**config.mk**
```make
export PLATFORM = sky130hd
export DESIGN_NAME = map_window_slot_allocator
export DESIGN_NICKNAME = d
export VERILOG_FILES = /design/src/hw/rtl/mwsa_pkg.sv /design/src/hw/rtl/mwsa_ram.sv /design/src/hw/rtl/mwsa_bmap.sv /design/src/hw/rtl/mwsa_scan.sv /design/src/hw/rtl/map_window_slot_allocator.sv
export SDC_FILE = /design/constraint.sdc
export NUM_CORES = 2
export LEC_CHECK = 0
export BUFFER_PORTS_ARGS = -buffer_cell sky130_fd_sc_hd__buf_4
export CAP_MARGIN = 10
export CORE_ASPECT_RATIO = 0.7
export CORE_MARGIN = 3
export CORE_UTILIZATION = 55
export DETAILED_ROUTE_END_ITERATION = 8
export PLACE_DENSITY_LB_ADDON = 0.1
export SYNTH_ARGS = -nofsm -noshare
export SYNTH_HDL_FRONTEND = slang
export SYNTH_SLANG_ARGS = --single-unit
```
**constraint.sdc**
```tcl
create_clock -name clk -period 5.5 [get_ports clk]
set_input_delay 0.55 -clock clk [delete_from_list [all_inputs] [get_ports clk]]
set_output_delay 0.55 -clock clk [all_outputs]
set_load 0.005 [all_outputs]
```
**src/hw/rtl/mwsa_pkg.sv**
```systemverilog
`default_nettype none

package mwsa_pkg;

    localparam int SLOT_COUNT = 1024;
    localparam int PAGE_BITS  = 12;

    localparam int WORD_BITS  = 32;
    localparam int BIT_W      = 5;
    localparam int WORD_COUNT = (SLOT_COUNT + WORD_BITS - 1) / WORD_BITS;
    localparam int WADDR_W    = (WORD_COUNT > 1) ? $clog2(WORD_COUNT) : 1;
    localparam int IDX_W      = WADDR_W + BIT_W;
    localparam int CUR_W      = IDX_W + 1;

    localparam int ADDR_W       = 32;
    localparam int FRAME_W      = 20;
    localparam int FLAGS_W      = 12;
    localparam int STATUS_W     = 2;
    localparam int SLOT_FIELD_W = 10;
    localparam int CFG_DATA_W   = 32;
    localparam int PAGE_NUM_W   = ADDR_W - PAGE_BITS;

    localparam logic [STATUS_W-1:0] STATUS_OK      = 2'd0;
    localparam logic [STATUS_W-1:0] STATUS_FULL    = 2'd1;
    localparam logic [STATUS_W-1:0] STATUS_OUTSIDE = 2'd2;

    localparam logic ACT_MAP   = 1'b0;
    localparam logic ACT_UNMAP = 1'b1;

    localparam logic REG_WINDOW_BASE = 1'b0;
    localparam logic REG_ENTRY_FLAGS = 1'b1;

    typedef struct packed {
        logic                 rd_en;
        logic [WADDR_W-1:0]   rd_addr;
        logic                 wr_en;
        logic [WADDR_W-1:0]   wr_addr;
        logic [WORD_BITS-1:0] wr_data;
    } bmap_req_t;

endpackage

`default_nettype wire

```
**src/hw/rtl/mwsa_ram.sv**
```systemverilog
`default_nettype none

module mwsa_ram #(
    parameter int WIDTH = 32,
    parameter int DEPTH = 32
) (
    input  wire logic                  clk,
    input  wire logic                  wr_en,
    input  wire logic [((DEPTH > 1) ? $clog2(DEPTH) : 1)-1:0] wr_addr,
    input  wire logic [WIDTH-1:0]      wr_data,
    input  wire logic                  rd_en,
    input  wire logic [((DEPTH > 1) ? $clog2(DEPTH) : 1)-1:0] rd_addr,
    output logic      [WIDTH-1:0]      rd_data
);

    logic [WIDTH-1:0] mem_reg [DEPTH];

    always_ff @(posedge clk)
    begin
        if (wr_en)
        begin
            mem_reg[wr_addr] <= wr_data;
        end
        if (rd_en)
        begin
            rd_data <= mem_reg[rd_addr];
        end
    end

endmodule

`default_nettype wire

```
**src/hw/rtl/mwsa_bmap.sv**
```systemverilog
`default_nettype none

module mwsa_bmap
    import mwsa_pkg::*;
(
    input  wire logic                 clk,
    input  wire logic                 rst_n,
    input  wire bmap_req_t            req,
    output logic      [WORD_BITS-1:0] rd_data
);

    logic [WORD_COUNT-1:0] vld_reg;
    logic [WORD_COUNT-1:0] vld_next;
    logic                  rd_vld_reg;
    logic                  rd_vld_next;
    logic [WORD_BITS-1:0]  ram_q;

    mwsa_ram #(
        .WIDTH (WORD_BITS),
        .DEPTH (WORD_COUNT)
    ) u_ram (
        .clk     (clk),
        .wr_en   (req.wr_en),
        .wr_addr (req.wr_addr),
        .wr_data (req.wr_data),
        .rd_en   (req.rd_en),
        .rd_addr (req.rd_addr),
        .rd_data (ram_q)
    );

    // words never written read as zero
    always_comb
    begin
        vld_next = vld_reg;
        if (req.wr_en)
        begin
            vld_next[req.wr_addr] = 1'b1;
        end
        rd_vld_next = req.rd_en ? vld_reg[req.rd_addr] : rd_vld_reg;
    end

    always_ff @(posedge clk or negedge rst_n)
    begin
        if (!rst_n)
        begin
            vld_reg    <= '0;
            rd_vld_reg <= 1'b0;
        end
        else
        begin
            vld_reg    <= vld_next;
            rd_vld_reg <= rd_vld_next;
        end
    end

    assign rd_data = rd_vld_reg ? ram_q : '0;

endmodule

`default_nettype wire

```
**src/hw/rtl/mwsa_scan.sv**
```systemverilog
`default_nettype none

module mwsa_scan
    import mwsa_pkg::*;
(
    input  wire logic [WORD_BITS-1:0] used_word,
    input  wire logic [WADDR_W-1:0]   waddr,
    input  wire logic [BIT_W-1:0]     start_bit,
    output logic                      found,
    output logic      [BIT_W-1:0]     bit_idx
);

    logic [WORD_BITS-1:0] cand;

    // free bits at or after start_bit that lie inside the window
    always_comb
    begin
        for (int b = 0; b < WORD_BITS; b++)
        begin
            cand[b] = !used_word[b]
                      && (BIT_W'(b) >= start_bit)
                      && ({1'b0, waddr, BIT_W'(b)} < CUR_W'(SLOT_COUNT));
        end
    end

    // lowest candidate wins
    always_comb
    begin
        found   = 1'b0;
        bit_idx = '0;
        for (int b = WORD_BITS - 1; b >= 0; b--)
        begin
            if (cand[b])
            begin
                found   = 1'b1;
                bit_idx = BIT_W'(b);
            end
        end
    end

endmodule

`default_nettype wire

```
**src/hw/rtl/map_window_slot_allocator.sv**
```systemverilog
// channel   | signals                                   | handshake
// ----------+-------------------------------------------+------------------------------
// request   | action, page_frame, unmap_address         | start high while busy low
// result    | status, slot, virtual_address, entry_value| done high for one cycle
// config    | cfg_index, cfg_data                       | cfg_write high, no wait
//
// map: each word from the cursor word to the last word is read, then scanned; if
//   nothing is free, a reclaim pass over every word, then a rescan from word 0.
// unmap: read-modify-write of the garbage word; out of window: answered from idle.
// done comes the cycle after the last step; the pace is set by the single
// registered read port of each bitmap memory and the one shared word scanner.
// reset clears both bitmaps at once through per-word valid bits; no clearing pass.
// results cannot be held off by the receiver; busy stays high until done is issued.
`default_nettype none

module map_window_slot_allocator
    import mwsa_pkg::*;
(
    input  wire logic                    clk,
    input  wire logic                    rst_n,
    input  wire logic                    start,
    output logic                         busy,
    input  wire logic                    action,
    input  wire logic [FRAME_W-1:0]      page_frame,
    input  wire logic [ADDR_W-1:0]       unmap_address,
    output logic                         done,
    output logic      [STATUS_W-1:0]     status,
    output logic      [SLOT_FIELD_W-1:0] slot,
    output logic      [ADDR_W-1:0]       virtual_address,
    output logic      [ADDR_W-1:0]       entry_value,
    input  wire logic                    cfg_write,
    input  wire logic                    cfg_index,
    input  wire logic [CFG_DATA_W-1:0]   cfg_data
);

    typedef enum logic [6:0] {
        S_IDLE     = 7'b0000001,
        S_SRCH_RD  = 7'b0000010,
        S_SRCH_CHK = 7'b0000100,
        S_RCL_RD   = 7'b0001000,
        S_RCL_WR   = 7'b0010000,
        S_UNM_RD   = 7'b0100000,
        S_UNM_WR   = 7'b1000000
    } state_t;

    state_t                  state_reg, state_next;
    logic [WADDR_W-1:0]      waddr_reg, waddr_next;
    logic [BIT_W-1:0]        sbit_reg, sbit_next;
    logic                    reclaimed_reg, reclaimed_next;
    logic [CUR_W-1:0]        cursor_reg, cursor_next;
    logic [FRAME_W-1:0]      frame_reg, frame_next;
    logic [ADDR_W-1:0]       addr_reg, addr_next;
    logic [IDX_W-1:0]        uslot_reg, uslot_next;
    logic [ADDR_W-1:0]       wbase_reg, wbase_next;
    logic [FLAGS_W-1:0]      flags_reg, flags_next;
    logic                    done_reg, done_next;
    logic [STATUS_W-1:0]     status_reg, status_next;
    logic [SLOT_FIELD_W-1:0] slot_reg, slot_next;
    logic [ADDR_W-1:0]       va_reg, va_next;
    logic [ADDR_W-1:0]       entry_reg, entry_next;

    bmap_req_t               used_req;
    bmap_req_t               garb_req;
    logic [WORD_BITS-1:0]    used_word;
    logic [WORD_BITS-1:0]    garb_word;

    logic                    scan_found;
    logic [BIT_W-1:0]        scan_bit;

    logic                    accept;
    logic [ADDR_W-1:0]       unmap_off;
    logic [PAGE_NUM_W-1:0]   unmap_page;
    logic                    unmap_out;
    logic [IDX_W-1:0]        found_idx;
    logic                    last_word;
    logic                    cursor_at_end;
    logic [ADDR_W-1:0]       map_va;
    logic [ADDR_W-1:0]       map_entry;

    mwsa_bmap u_used (
        .clk     (clk),
        .rst_n   (rst_n),
        .req     (used_req),
        .rd_data (used_word)
    );

    mwsa_bmap u_garb (
        .clk     (clk),
        .rst_n   (rst_n),
        .req     (garb_req),
        .rd_data (garb_word)
    );

    mwsa_scan u_scan (
        .used_word (used_word),
        .waddr     (waddr_reg),
        .start_bit (sbit_reg),
        .found     (scan_found),
        .bit_idx   (scan_bit)
    );

    assign busy          = (state_reg != S_IDLE);
    assign accept        = start && !busy;
    assign unmap_off     = unmap_address - wbase_reg;
    assign unmap_page    = unmap_off[ADDR_W-1:PAGE_BITS];
    assign unmap_out     = unmap_page >= PAGE_NUM_W'(SLOT_COUNT);
    assign found_idx     = {waddr_reg, scan_bit};
    assign last_word     = waddr_reg == WADDR_W'(WORD_COUNT - 1);
    assign cursor_at_end = cursor_reg >= CUR_W'(SLOT_COUNT);
    assign map_va        = wbase_reg + (ADDR_W'(found_idx) << PAGE_BITS);
    assign map_entry     = ADDR_W'({frame_reg, {PAGE_BITS{1'b0}}}) | ADDR_W'(flags_reg);

    always_comb
    begin
        state_next     = state_reg;
        waddr_next     = waddr_reg;
        sbit_next      = sbit_reg;
        reclaimed_next = reclaimed_reg;
        cursor_next    = cursor_reg;
        frame_next     = frame_reg;
        addr_next      = addr_reg;
        uslot_next     = uslot_reg;
        wbase_next     = wbase_reg;
        flags_next     = flags_reg;
        done_next      = 1'b0;
        status_next    = status_reg;
        slot_next      = slot_reg;
        va_next        = va_reg;
        entry_next     = entry_reg;
        used_req       = '0;
        garb_req       = '0;

        if (cfg_write)
        begin
            unique case (cfg_index)
                REG_WINDOW_BASE: wbase_next = cfg_data;
                REG_ENTRY_FLAGS: flags_next = cfg_data[FLAGS_W-1:0];
            endcase
        end

        unique case (state_reg)
            S_IDLE:
            begin
                if (accept)
                begin
                    frame_next     = page_frame;
                    addr_next      = unmap_address;
                    reclaimed_next = 1'b0;
                    sbit_next      = '0;
                    if (action == ACT_MAP)
                    begin
                        if (cursor_at_end)
                        begin
                            waddr_next = '0;
                            state_next = S_RCL_RD;
                        end
                        else
                        begin
                            waddr_next = cursor_reg[IDX_W-1:BIT_W];
                            sbit_next  = cursor_reg[BIT_W-1:0];
                            state_next = S_SRCH_RD;
                        end
                    end
                    else if (unmap_out)
                    begin
                        done_next   = 1'b1;
                        status_next = STATUS_OUTSIDE;
                        slot_next   = '0;
                        va_next     = unmap_address;
                        entry_next  = '0;
                    end
                    else
                    begin
                        uslot_next = IDX_W'(unmap_page);
                        state_next = S_UNM_RD;
                    end
                end
            end

            S_SRCH_RD:
            begin
                used_req.rd_en   = 1'b1;
                used_req.rd_addr = waddr_reg;
                state_next       = S_SRCH_CHK;
            end

            S_SRCH_CHK:
            begin
                if (scan_found)
                begin
                    used_req.wr_en   = 1'b1;
                    used_req.wr_addr = waddr_reg;
                    used_req.wr_data = used_word | (WORD_BITS'(1) << scan_bit);
                    cursor_next      = CUR_W'(found_idx) + CUR_W'(1);
                    done_next        = 1'b1;
                    status_next      = STATUS_OK;
                    slot_next        = SLOT_FIELD_W'(found_idx);
                    va_next          = map_va;
                    entry_next       = map_entry;
                    state_next       = S_IDLE;
                end
                else if (!last_word)
                begin
                    waddr_next = waddr_reg + WADDR_W'(1);
                    sbit_next  = '0;
                    state_next = S_SRCH_RD;
                end
                else if (reclaimed_reg)
                begin
                    done_next   = 1'b1;
                    status_next = STATUS_FULL;
                    slot_next   = '0;
                    va_next     = '0;
                    entry_next  = '0;
                    state_next  = S_IDLE;
                end
                else
                begin
                    waddr_next = '0;
                    state_next = S_RCL_RD;
                end
            end

            S_RCL_RD:
            begin
                used_req.rd_en   = 1'b1;
                used_req.rd_addr = waddr_reg;
                garb_req.rd_en   = 1'b1;
                garb_req.rd_addr = waddr_reg;
                state_next       = S_RCL_WR;
            end

            S_RCL_WR:
            begin
                used_req.wr_en   = 1'b1;
                used_req.wr_addr = waddr_reg;
                used_req.wr_data = used_word & ~garb_word;
                garb_req.wr_en   = 1'b1;
                garb_req.wr_addr = waddr_reg;
                garb_req.wr_data = '0;
                sbit_next        = '0;
                if (last_word)
                begin
                    reclaimed_next = 1'b1;
                    waddr_next     = '0;
                    state_next     = S_SRCH_RD;
                end
                else
                begin
                    waddr_next = waddr_reg + WADDR_W'(1);
                    state_next = S_RCL_RD;
                end
            end

            S_UNM_RD:
            begin
                garb_req.rd_en   = 1'b1;
                garb_req.rd_addr = uslot_reg[IDX_W-1:BIT_W];
                state_next       = S_UNM_WR;
            end

            S_UNM_WR:
            begin
                garb_req.wr_en   = 1'b1;
                garb_req.wr_addr = uslot_reg[IDX_W-1:BIT_W];
                garb_req.wr_data = garb_word | (WORD_BITS'(1) << uslot_reg[BIT_W-1:0]);
                done_next        = 1'b1;
                status_next      = STATUS_OK;
                slot_next        = SLOT_FIELD_W'(uslot_reg);
                va_next          = addr_reg;
                entry_next       = '0;
                state_next       = S_IDLE;
            end

            default:
            begin
                state_next = S_IDLE;
            end
        endcase
    end

    always_ff @(posedge clk or negedge rst_n)
    begin
        if (!rst_n)
        begin
            state_reg  <= S_IDLE;
            cursor_reg <= '0;
            wbase_reg  <= '0;
            flags_reg  <= '0;
            done_reg   <= 1'b0;
        end
        else
        begin
            state_reg  <= state_next;
            cursor_reg <= cursor_next;
            wbase_reg  <= wbase_next;
            flags_reg  <= flags_next;
            done_reg   <= done_next;
        end
    end

    always_ff @(posedge clk)
    begin
        waddr_reg     <= waddr_next;
        sbit_reg      <= sbit_next;
        reclaimed_reg <= reclaimed_next;
        frame_reg     <= frame_next;
        addr_reg      <= addr_next;
        uslot_reg     <= uslot_next;
        status_reg    <= status_next;
        slot_reg      <= slot_next;
        va_reg        <= va_next;
        entry_reg     <= entry_next;
    end

    assign done            = done_reg;
    assign status          = status_reg;
    assign slot            = slot_reg;
    assign virtual_address = va_reg;
    assign entry_value     = entry_reg;

endmodule

`default_nettype wire

```
# After elaboration in Yosys (flattened, before gate mapping)
# Memories as Yosys holds them, arrays and structs flattened. A register that Yosys moved wholly into a read port is not among the register bits.
# Index checks and enable logic that the tools add are counted.
# word_totals
output_inout_bits	78
ff_bits	278
memories	2
ram_bits	2048
in_bits	90
# op_classes
n_eq_ne	20
n_bitwise	9
add_sub_neg	4
n_shift	2
n_lt_le_gt_ge	40
mux	142
n_reduce_logical	82
# mem_list
name	words	width	rd	rd_clocked_by_memory_dff	write_ports	line_no	source
u_garb.u_ram.mem_reg	32	32	1	1	1	mwsa_ram.sv:16	logic [WIDTH-1:0] mem_reg [DEPTH];
u_used.u_ram.mem_reg	32	32	1	1	1	mwsa_ram.sv:16	
# ops
operator	count
32-bit two-way mux	12
5-bit two-way mux	44
32-bit case mux with 3 select lines	2
38-bit case mux with 2 select lines	2
32-bit OR	4
5-bit >= comparator, first input constant	16
1-bit by 5-bit left shift with 32-bit output, first input constant	2
10-bit two-way mux	6
1-bit two-way mux	48
7-bit case mux with 6 select lines	1
4-bit by 5-bit >= comparator with 1-bit output, first input constant	8
38-bit two-way mux	1
1-bit logical AND	35
7-bit two-way mux	5
1-bit zero test	33
32-bit by 22-bit adder with 32-bit output	1
32-bit bitwise AND	1
32-bit inverter	1
32-bit by 12-bit OR with 32-bit output	1
32-bit subtractor	1
10-bit case mux with 3 select lines	1
5-bit case mux with 3 select lines	2
5-bit by 6-bit < comparator with 1-bit output, second input constant	4
20-bit by 11-bit >= comparator with 1-bit output, second input constant	1
36 further kinds	67

# Depth between registers and ports, before layout
# depth
ltp_word	44
mapped_depth	19

# Modules after synthesis
# From an unflattened synthesis, not the netlist that was laid out.
# unflattened
cells_unflattened	6177
area_unflattened_um2	97886.4
# by_module_without_submodules
mod	area_per_inst_um2	seq_area_each_um2	instances	cells_each
mwsa_ram (u_garb.u_ram)	40812.9	31710.4	1	2260
mwsa_ram (u_used.u_ram)	40807.9	31710.4	1	2260
map_window_slot_allocator	11788.8	6052.1	1	1182
mwsa_bmap (u_used)	1729.2	825.8	1	161
mwsa_bmap (u_garb)	1725.4	825.8	1	159
mwsa_scan	1022.2	0.0	1	155

# Least setup slack after synthesis
# No wires, ideal clock.
# synth_timing
kind	register to register
startpoint	register state_reg[5]
endpoint	register entry_reg[0], in the netlist entry_value[0], enable pin
synth_period_minus_slack_ns	6.091
n_path_buf	2
path_stages_with_launch	8
t_required_ns	5.048
path_slack_ns	-0.591
setup_ns	0.452
arrival_ns	5.640
cell_sequence	dfrtp_1 > clkbuf_1 > or3_1 > or3_1 > nor3b_1 > and2_1 > clkbuf_1 > a311o_1
# synth_between
elab_chain_cells	5
# synth_rtl
element	line_no	source
from (decl)	map_window_slot_allocator.sv:46	state_t state_reg, state_next;
from (signal assigned)	map_window_slot_allocator.sv:294	state_reg <= state_next;
7-bit by 1-bit != test with 1-bit output	map_window_slot_allocator.sv:102	assign busy = (state_reg != S_IDLE);
1-bit zero test	map_window_slot_allocator.sv:103	assign accept = start && !busy;
1-bit logical AND	map_window_slot_allocator.sv:103	
2-bit != test (no line)	n/a	
6-bit AND reduction (no line) (*)	n/a	
to (signal assigned)	map_window_slot_allocator.sv:313	entry_reg <= entry_next;
to (decl)	map_window_slot_allocator.sv:60	logic [ADDR_W-1:0] entry_reg, entry_next;
# Every way passes the cells marked *; elsewhere a longest branch is shown, timed or not.
# A chain may end at the register's enable or synchronous reset.

# Final worst setup path
# layout_timing
startpoint	register sbit_reg[1]
endpoint	register va_reg[25], in the netlist virtual_address[25], data pin
# layout_between
elab_chain_cells	37
# layout_rtl
element	line_no	source
from (decl)	map_window_slot_allocator.sv:48	logic [BIT_W-1:0] sbit_reg, sbit_next;
from (signal assigned)	map_window_slot_allocator.sv:305	sbit_reg <= sbit_next;
5-bit >= comparator	mwsa_scan.sv:21	&& (BIT_W'(b) >= start_bit)
1-bit logical AND	mwsa_scan.sv:21	
5-bit two-way mux (32 in a row)	mwsa_scan.sv:33	if (cand[b])
32-bit by 22-bit adder with 32-bit output	map_window_slot_allocator.sv:110	assign map_va = wbase_reg + (ADDR_W'(found_idx) << PAGE_BITS);
32-bit two-way mux (*)	map_window_slot_allocator.sv:189	if (scan_found)
32-bit case mux with 3 select lines (*)	map_window_slot_allocator.sv:141	unique case (state_reg)
named net va_next[25]	map_window_slot_allocator.sv:59	logic [ADDR_W-1:0] va_reg, va_next;
to (signal assigned)	map_window_slot_allocator.sv:312	va_reg <= va_next;
to (decl)	map_window_slot_allocator.sv:59	
# Mark *: on every way through the listed nets, which the timed path passes. The rest lies on a longest branch.

==> qor.yml <==
outcome: "finished, final reports clean"
ctsResizeCount: 0
synth_edf_count: 2261
finalWirelength_um: 294000
hold_viol: 0
cts_max_path_buffers: 3
finalCritPeriodShare_pct: 92.2
crit_path_start: "sbit_reg[1]"
grt_max_degree: 146
hp-class: "input port to register"
maxSlewViolCount: 0
hpwl_um: 170000
seq_power_share_pct: 49.7
intPower_uw: 30600
cts_max_level: 4
path_clk_slew_ns: 0.07
max_clock_freq_ghz: 0.197
synth_compound_area_share_pct: 10.7
core-area_um2: 178000
cts_setup_buffers: 0
whs_ns: 0.0606
rows: 129
highest_layer: "met5"
synthCells: 7363
slowest_stage: "edfxtp_1"
post-route-min-period_ns: 5.07
start_util_pct: 55.7
numPortBuffers: 167
syn_area_um2: 99000
end_kind: "register"
critPathBufInv: 3
critPathMaxStageDelay_ns: 0.77
regToRegStartpoint: "sbit_reg[1]"
met3WireLength_um: 33600
synth.most_common_cell: "edfxtp_1"
critical_path_arrival_ns: 5.69
required_ns: 6.13
p_switching_uw: 10900
synth_xor_xnor_area_share_pct: 0.371
async_reset_ff_share_pct: 5.40
crit_top_cell: "buf_4"
max-vdd-ir-drop_v: 0.000373
area_growth_pct: 14.2
cts_made_buffers: 218
p_leak_uw: 0.0417
fin_util_pct: 63.6
yosys.area.top_type: "edfxtp_1"
vias: 65400
drt-initial-drc-count: 9003
fin_skew_ns: 0.0401
grt_pass1_wl_um: 426000
synthMuxAreaShare_pct: 2.99
tns_ns: 0
synth_top_family_by_area: "simple AND/OR/NAND/NOR gates"
wl_met1_um: 131000
io_pins: 168
critical_path.top_delay_family: "compound AO/OA/AOI/OAI gates"
dieArea_um2: 185000
clock_sinks: 2390
reg2reg_to: "virtual_address[25]"
grt-ovfl-total: 0
clkPwrFrac_pct: 36.9
finalSetupViolCount: 0
dpl.cell_count: 9651
cts-root-buf: "clkbuf_16"
gp_congestion: 0.935
wl_met2_um: 123000
insertion_delay_ns: 0.85
powerDensity_nw_per_um2: 366
via_per_inst: 6.44
synthSimpleGateAreaFrac_pct: 11.2
grt_usage_pct: 31.3
pwr-share-comb_pct: 13.4
synth_commonest_cells: "edfxtp_1 (2261), nand2_1 (1264), clkbuf_1 (438)"
antenna_found_initial: 18
synthFlopType: "edfxtp_1"
ys_ff_latch: 2390
yosys-top-cells-area: "edfxtp_1 (69%), nand2_1 (4.8%), dfrtp_1 (3.2%)"
syn_area_per_cell_um2: 13.5
fp.dieW_um: 513
seq_area_frac_synth_pct: 71.8
dr.pass1.iters: 8
total_power_uw: 41400
crit_chain: "buf_4 -> a21oi_1 -> a211oi_1 -> o311ai_1 -> buf_4 -> or3_1 -> nor2_1 -> ha_1 -> and3_1 -> nand2_1 -> a2111oi_0 -> nor4_1 -> a31oi_1 -> buf_4 -> nand3_1 -> o311ai_0"
crit_type: "register to register"
syn_nets: 7500
crit_path_end: "virtual_address[25]"
regToRegSetupSlack_ns: 0.43
ys_warn_count: 0
die_h_um: 361
p_sw_share_pct: 26.2
drc: 0
yosysUniqueCellTypes: 92
cp_num_cells: 16
synthAdderAreaFrac_pct: 0.624
cap_violations: 0
max_slew.worst_pin.slew_ns: 1.26
ctsHoldBuffers: 84
finalNonFillerCells: 10200
layout.nets: 7741
r2r_cells: 16
drive_gt1_share_pct: 14.9
crit_path_start_kind: "register"
slew_headroom_pct: 16.0
rsz0062_at_grt: "false"
ant_nets: 0
nFillCells: 13100
synth_top_area_share_pct: 68.6
wl_per_cell_um: 29.0
cts_tree: "done"
grt_pass1_vias: 60400
crit_path_max_fanout: 16
## worst min-delay path by stage
stage	startpoint	to	slack, ns	depth (start not counted)
floorplan	rst_n	cursor_reg[0]	0.25	0
global placement	u_used.vld_reg[3]	u_used.vld_reg[3]	0.44	1
detailed placement	u_used.vld_reg[3]	u_used.vld_reg[3]	0.44	1
CTS	cfg_data[15]	wbase_reg[15]	0.02	3
global route	cfg_data[15]	wbase_reg[15]	0.05	3
finish	cfg_data[15]	wbase_reg[15]	0.06	3
## area by class of cell
| class | count | area, um^2 | share of cell area, % |
|---|---|---|---|
| antenna | 7 | 17.5 | 0.0155 |
| clock buffer | 277 | 5800 | 5.13 |
| clock inverter | 128 | 1310 | 1.16 |
| inverter | 80 | 300 | 0.266 |
| multi-input combinational | 4372 | 26500 | 23.4 |
| sequential | 2390 | 71100 | 62.9 |
| tap | 2358 | 2950 | 2.61 |
| timing repair buffer | 542 | 5080 | 4.50 |
## stage by stage
stage / area, um^2 / worst slack [ns]
floorplan: 99000 / 0.169
global placement: 105000 / 0.545
detailed placement: 105000 / 0.595
CTS: 113000 / 0.573
global route: 113000 / 0.161
finish: 113000 / 0.432
## worst reg2reg max path, stage by stage (launching register included)
cell       delay (ns)
edfxtp_1         0.77
buf_4            0.32
a21oi_1          0.14
a211oi_1         0.38
o311ai_1         0.23
buf_4            0.24
or3_1            0.35
nor2_1           0.30
ha_1             0.27
and3_1           0.24
nand2_1          0.11
a2111oi_0        0.51
nor4_1           0.11
a31oi_1          0.19
buf_4            0.18
nand3_1          0.14
o311ai_0         0.39
## cells in the final DEF (no fill, tap or decap), drive strengths merged, types with 99 or more instances in the layout
cell type and n:
clkinv 99, edfxtp 2261, nand2 1265, a311oi 139
and2 277, nand3 428, o21ai 243, a211oi 378
mux2i 130, nor2 233, mux2 143, dfrtp 128
o211ai 106, a21oi 200, buf 457, clkbuf 278
a31oi 286
## power groups by stage
stage	clock network [uW]	registers [uW]	logic, uW
4_1_cts	15500	20600	5460
3_5_place_dp	0	20900	5380
3_3_place_gp	0	20900	5390
2_1_floorplan	0	20700	3250
6_report	15300	20600	5550
5_1_grt	16200	20600	5890
## cell families after synthesis
kind of cell / count (synthesis)
simple gates: 2443
flops: 2390
compound gates: 1562
buf+inv: 601
mux: 275
fa+ha+maj: 50
xor+xnor: 42
## routing by layer
layer	vias to the layer above	GRT usage [%]
met2	3733	43.2
met1	32800	50.6
met4	10	6.85
li1	28400	-
met3	387	6.98
met5	-	0
(Power assumes the default switching activity.)
